### src/fhpt_queue.sv
`timescale 1ns / 1ps
// ---------------------------------------------------------------------------
// fhpt_queue
// two-entry first-in first-out buffer of words
// ---------------------------------------------------------------------------
module fhpt_queue #(
  parameter int unsigned WIDTH = 8
) (
  input  logic             clk,
  input  logic             rst,
  input  logic             push,
  input  logic [WIDTH-1:0] wr_data,
  input  logic             pop,
  output logic [WIDTH-1:0] rd_data,
  output logic             full,
  output logic             empty
);

  logic [WIDTH-1:0] slot [2];
  logic             wr_ptr;
  logic             rd_ptr;
  logic [1:0]       count;
  logic             do_push;
  logic             do_pop;

  assign full    = (count == 2'd2);
  assign empty   = (count == 2'd0);
  assign do_push = push && !full;
  assign do_pop  = pop && !empty;
  assign rd_data = slot[rd_ptr];

  always_ff @(posedge clk) begin
    if (rst) begin
      wr_ptr <= 1'b0;
      rd_ptr <= 1'b0;
      count  <= 2'd0;
    end else begin
      if (do_push) wr_ptr <= !wr_ptr;
      if (do_pop)  rd_ptr <= !rd_ptr;
      if (do_push && !do_pop)      count <= count + 2'd1;
      else if (do_pop && !do_push) count <= count - 2'd1;
    end
  end

  always_ff @(posedge clk) begin
    if (do_push) slot[wr_ptr] <= wr_data;
  end

endmodule

### config.mk
export PLATFORM = sky130hd
export DESIGN_NAME = fhpt_queue
export DESIGN_NICKNAME = d
export VERILOG_FILES = /design/src/fhpt_queue.sv
export SDC_FILE = /design/constraint.sdc
export NUM_CORES = 1
export LEC_CHECK = 0
export BUFFER_PORTS_ARGS = -buffer_cell sky130_fd_sc_hd__buf_4
export CORE_MARGIN = 5
export CORE_UTILIZATION = 36
export DETAILED_ROUTE_END_ITERATION = 10
export GPL_TIMING_DRIVEN = 0
export SETUP_SLACK_MARGIN = 0.4
export SLEW_MARGIN = 20
export SYNTH_ARGS = -nofsm -noshare
export SYNTH_HDL_FRONTEND = slang
export SYNTH_SLANG_ARGS = --single-unit
export TNS_END_PERCENT = 1
### constraint.sdc
create_clock -name clk -period 2 [get_ports clk]
set_clock_uncertainty 0.05 [all_clocks]
set_input_delay 0.3 -clock clk [delete_from_list [all_inputs] [get_ports clk]]
set_output_delay 0.3 -clock clk [all_outputs]
set_load 0.1 [all_outputs]
Word-level counts from Yosys, hierarchy flattened
Memory sizes are Yosys's and may differ from the RTL's. A register that Yosys moved wholly into a read port is not among the register bits.
Index checks and enable logic that the tools add are counted.
{ "classes": {"multipliers": 0, "shift": 0, "n_mux": 6, "eq_ne": 1, "bitwise": 0, "reduce_logical": 12, "order_cmp": 0, "n_div": 0, "n_addsub": 2} }
{ "ops": {"columns": ["op", "count"], "rows": [
  ["$logic_not 1->1", 6],
  ["$logic_and 1x1->1", 4],
  ["$mux 1", 4],
  ["$mux 2", 2],
  ["$add 2x1->2 const B", 1],
  ["$eq 2x2->1 const B", 1],
  ["$logic_not 2->1", 1],
  ["$reduce_bool 2->1", 1],
  ["$sub 2x1->2 const B", 1]
]} }
{ "word_totals": {"input_bits": 12, "latch_bits": 0, "output_inout_bits": 10, "reg_bits": 4, "mem_count": 1, "word_cells": 25, "mem_bits_rw": 16, "rom_bits": 0} }
{ "mem_list": {"columns": ["name", "words", "width", "rd", "rd_ports_with_merged_regs", "wr", "line_no", "rtl"], "rows": [
  ["slot", 2, 8, 1, 1, 1, "19", "logic [WIDTH-1:0] slot [2];"]
]} }

Depth between registers and ports, before layout
{ "depth": {"depth_word": 7, "mapped_depth": 6, "depth_no_buf": 6} }

Worst setup path before layout
Ideal clock, no wire load.
{ "synth_path": {"path_kind": "register -> register", "start": "reg count[1]", "end": "reg count[1]", "path_slack_ns": -0.304, "t_required_ns": 1.880, "stages_incl_launch_ff": 6, "setup_ns": 0.070, "t_arrival_ns": 2.184, "n_path_buf": 0, "period_less_slack_ns": 2.304, "cell_sequence": "dfxtp_1 > nor2b_2 > nor2_1 > ha_1 > or3_1 > a21oi_1"} }
{ "synth_between": {"elab_chain_cells": 6, "word_cells_on_any_way": 15, "cone_classes": "2 x add/sub; 1 x eq/ne; 2 x mux; 10 x reduce/logical"} }
{ "synth_lines": {"columns": ["item", "line_no", "rtl"], "rows": [
  ["start, declared", "22", "logic [1:0] count;"],
  ["start signal, assigned", "40", "if (do_push && !do_pop) count <= count + 2'd1;"],
  ["start signal, assigned", "41", "else if (do_pop && !do_push) count <= count - 2'd1;"],
  ["$eq 2x2->1 *", "26", "assign full = (count == 2'd2);"],
  ["via full", "15", "output logic full,"],
  ["$logic_not 1->1 *", "28", "assign do_push = push && !full;"],
  ["$logic_and 1x1->1 *", "28", null],
  ["via do_push", "23", "logic do_push;"],
  ["$logic_not 1->1", "41", null],
  ["$logic_and 1x1->1", "41", null],
  ["$reduce_bool 2->1 (no line)", null, null]
]} }
Mark *: on every way through the listed nets, which the timed path passes. The rest lies on a longest branch. The select of a mux whose other input is x is not followed.
A chain may end at the register's enable or synchronous reset.

==> flow_summary_export.csv <==
group,metric,value,unit
outcome,outcome,"finished clean",
global_routing,grt_max_degree,13,
logic_synthesis,yosysUniqueCellTypes,13,
die,io-pin-count,22,
clock_tree,cts_tree,"done",
cells_and_area,nNetsFinal,89,
logic_synthesis,syn_nets,63,
die,coreArea,0.002148,mm2
clock_tree,hold_buffers,0,
place,place_area,993.5,um2
setup_path,r2r-start,"count[1]",
clock_tree,clkSlewWorstSetupHoldPaths,0.11,ns
route,drc,0,
route,avgViaCountPerCell,4.544,
clock_tree,ctsHtreeMaxLevel,1,
route,wl_met3,79,um
die,row_count,17,
logic_synthesis,synth.most_common_cell,"edfxtp_1",
sta,finalSetupViolations,0,
logic_synthesis,synth_edf_count,16,
die,fp.dieArea,0.003242,mm2
clock_tree,cts-buffers-inserted,3,
route,vias,468,
sta,fmax,614.2,MHz
route,drt-met1-wl,562,um
sta,hold_viol,0,
die,fp.dieW,56.94,um
clock_tree,cts.root.buffer_cell,"clkbuf_4",
logic_synthesis,synth_top_flop_cell,"edfxtp_1",
hold_path,holdPathStages,1,
sta,timing.setup.tns,0,ns
logic_synthesis,syn_inst,50,
logic_synthesis,synth_common_cells,"edfxtp_1, mux2_2, dfxtp_1, nor2_1",
global_routing,grt_pass1_vias,504,
sta,final-max-slew-violation-count,0,
cells_and_area,fin_area,0.001165,mm2
sta,final_critical_path_setup_slack,0.3719,ns
setup_path,max_stage_delay,0.35,ns
die,die_y,56.94,um
logic_synthesis,ys_top_cells_by_area,"edfxtp_1, dfxtp_1, mux2_2",
logic_synthesis,synthArstFlopShare,0,%
cells_and_area,synthToLayoutAreaGrowth,46.85,%
place,port-buffer-count,21,
clock_tree,cts_setup_buffers,0,
place,dp_slack,0.3364,ns
sta,period_minus_slack,1.628,ns
clock_tree,clock_path_buffers,2,
setup_path,cp_slowest_cell,"dfxtp_2",
route,wl_per_cell,12.60,um
route,drtIter0Drc,4,
global_routing,antenna_found_initial,0,
setup_path,path_max_fanout,8,
sta,timing.hold.ws,0.1293,ns
hold_path,worstHoldPathType,"in2reg",
sta,worst_pin_slew,0.3917,ns
setup_path,start_kind,"flop",
logic_synthesis,synthesis.area,793.3,um2
setup_path,cp.depth,3,
setup_path,reg2regPathDepth,5,
global_routing,track_usage,8.932,%
hold_path,holdCritStartpoint,"wr_data[6]",
route,antenna_left,0,
clock_tree,clock-sinks,21,
sta,slew_headroom,73.88,%
logic_synthesis,synth.avg_cell_area,15.87,um2
sta,grt_setup_unrepaired,"yes",
logic_synthesis,yosys.area.top_type,"edfxtp_1",
place,routabilityCongestion,0.6739,
cells_and_area,diodes,0,
global_routing,grt_pass1_wl,2125,um
logic_synthesis,yosys_warnings,0,
setup_path,worstSetupPathType,"reg2out",
setup_path,crit_buf_inv,2,
route,met2_length,628,um
setup_path,crit_family,"flip-flops",
job,max_cap_viol_count,0,
logic_synthesis,ys_seq_area_share,73.19,%
setup_path,required,1.65,ns
logic_synthesis,synth_top_cell_area_share,60.57,%
logic_synthesis,ys_ff_latch,21,
route,top_layer_used,"met4",
clock_tree,clkLatencyLatePin,0.30,ns
setup_path,arrival,1.28,ns
route,wl,1298,um
sta,fin_crit_sh,81.41,%
global_routing,overflow,0,
cells_and_area,layout-drive-gt1-share,52.00,%
setup_path,worstPathCellList,"buf_8, mux2_4, buf_12",
die,start_util,36.92,%
setup_path,endpoint_kind,"output port",
route,drtPass1Iterations,3,
place,dpl.hpwl,927.7,um
cell type report:
type,instances,area (um2)
Fill cell,183,983.4
Sequential cell,21,584.3
Timing Repair Buffer,21,257.7
Multi-Input combinational cell,26,237.7
Tap cell,28,35.03
Clock buffer,3,22.52
Buffer,1,15.01
Inverter,2,7.507
Clock inverter,1,5.005
flip-flops by register name (all words and copies together) (netlist names), named ones only:
name and cells:
rd_ptr 1, slot 16, count 2, wr_ptr 1
per-stage QoR:
| step | util (%) | std cells |
|---|---|---|
| floorplan | - | 50 |
| CTS | 54.16 | 103 |
| global placement | 46.24 | 99 |
| detailed placement | 46.24 | 99 |
| finish | 54.22 | 103 |
| global route | 54.22 | 103 |
cell families (layout without fill, tap and decap cells):
logic type	count (synthesis)	count (layout)	share of synthesized area, %
AO/OA/AOI/OAI	5	5	3.154
AND/OR/NAND/NOR	9	9	5.837
adder cells (fa/ha/maj)	1	1	1.577
flip-flops	21	21	73.19
XOR/XNOR	3	3	3.313
multiplexers	8	8	11.36
buffers and inverters	3	28	1.577
metal layers:
| metal | vias up | global-route usage (%) |
|---|---|---|
| met5 | - | 0 |
| met1 | 219 | 9.052 |
| met3 | 4 | 2.715 |
| met2 | 16 | 15.17 |
| li1 | 229 | - |
| met4 | 0 | 6.954 |
worst register-to-register path: stages (launching register included):
cell and delay (ns):
dfxtp_2 0.39, nor2b_4 0.17, nor2_1 0.07, ha_1 0.33, or3_1 0.38, a21oi_1 0.15
final timing paths:
path	endpoint	slack (ns)
setup / recovery	rd_data[7]	0.37
hold / removal	slot[0][6]	0.13
setup reg to reg	count[1]	0.41
hold reg to reg	wr_ptr	0.44
cell usage in the layout, fill, tap and decap left out:
master,count
buf_8,1
o21ai_0,2
clkinv_2,1
ha_1,1
xor2_1,3
dfxtp_1,2
edfxtp_1,16
or3_1,2
dfxtp_2,3
buf_12,8
mux2_4,8
a21oi_1,2
and2_1,1
nor2b_4,1
clkbuf_4,3
nor2_2,1
buf_4,13
nor2_1,4
o21ai_1,1
inv_1,2
timing repair:
action | in CTS | in global routing
setup endpoints to repair | 9 | 17
pin swaps | 0 | 0
cloned | 0 | 0
resized for setup | 38 | 1
Power is not shown: default switching activity piles up to over one toggle a cycle in this logic, so the estimate is an artifact.
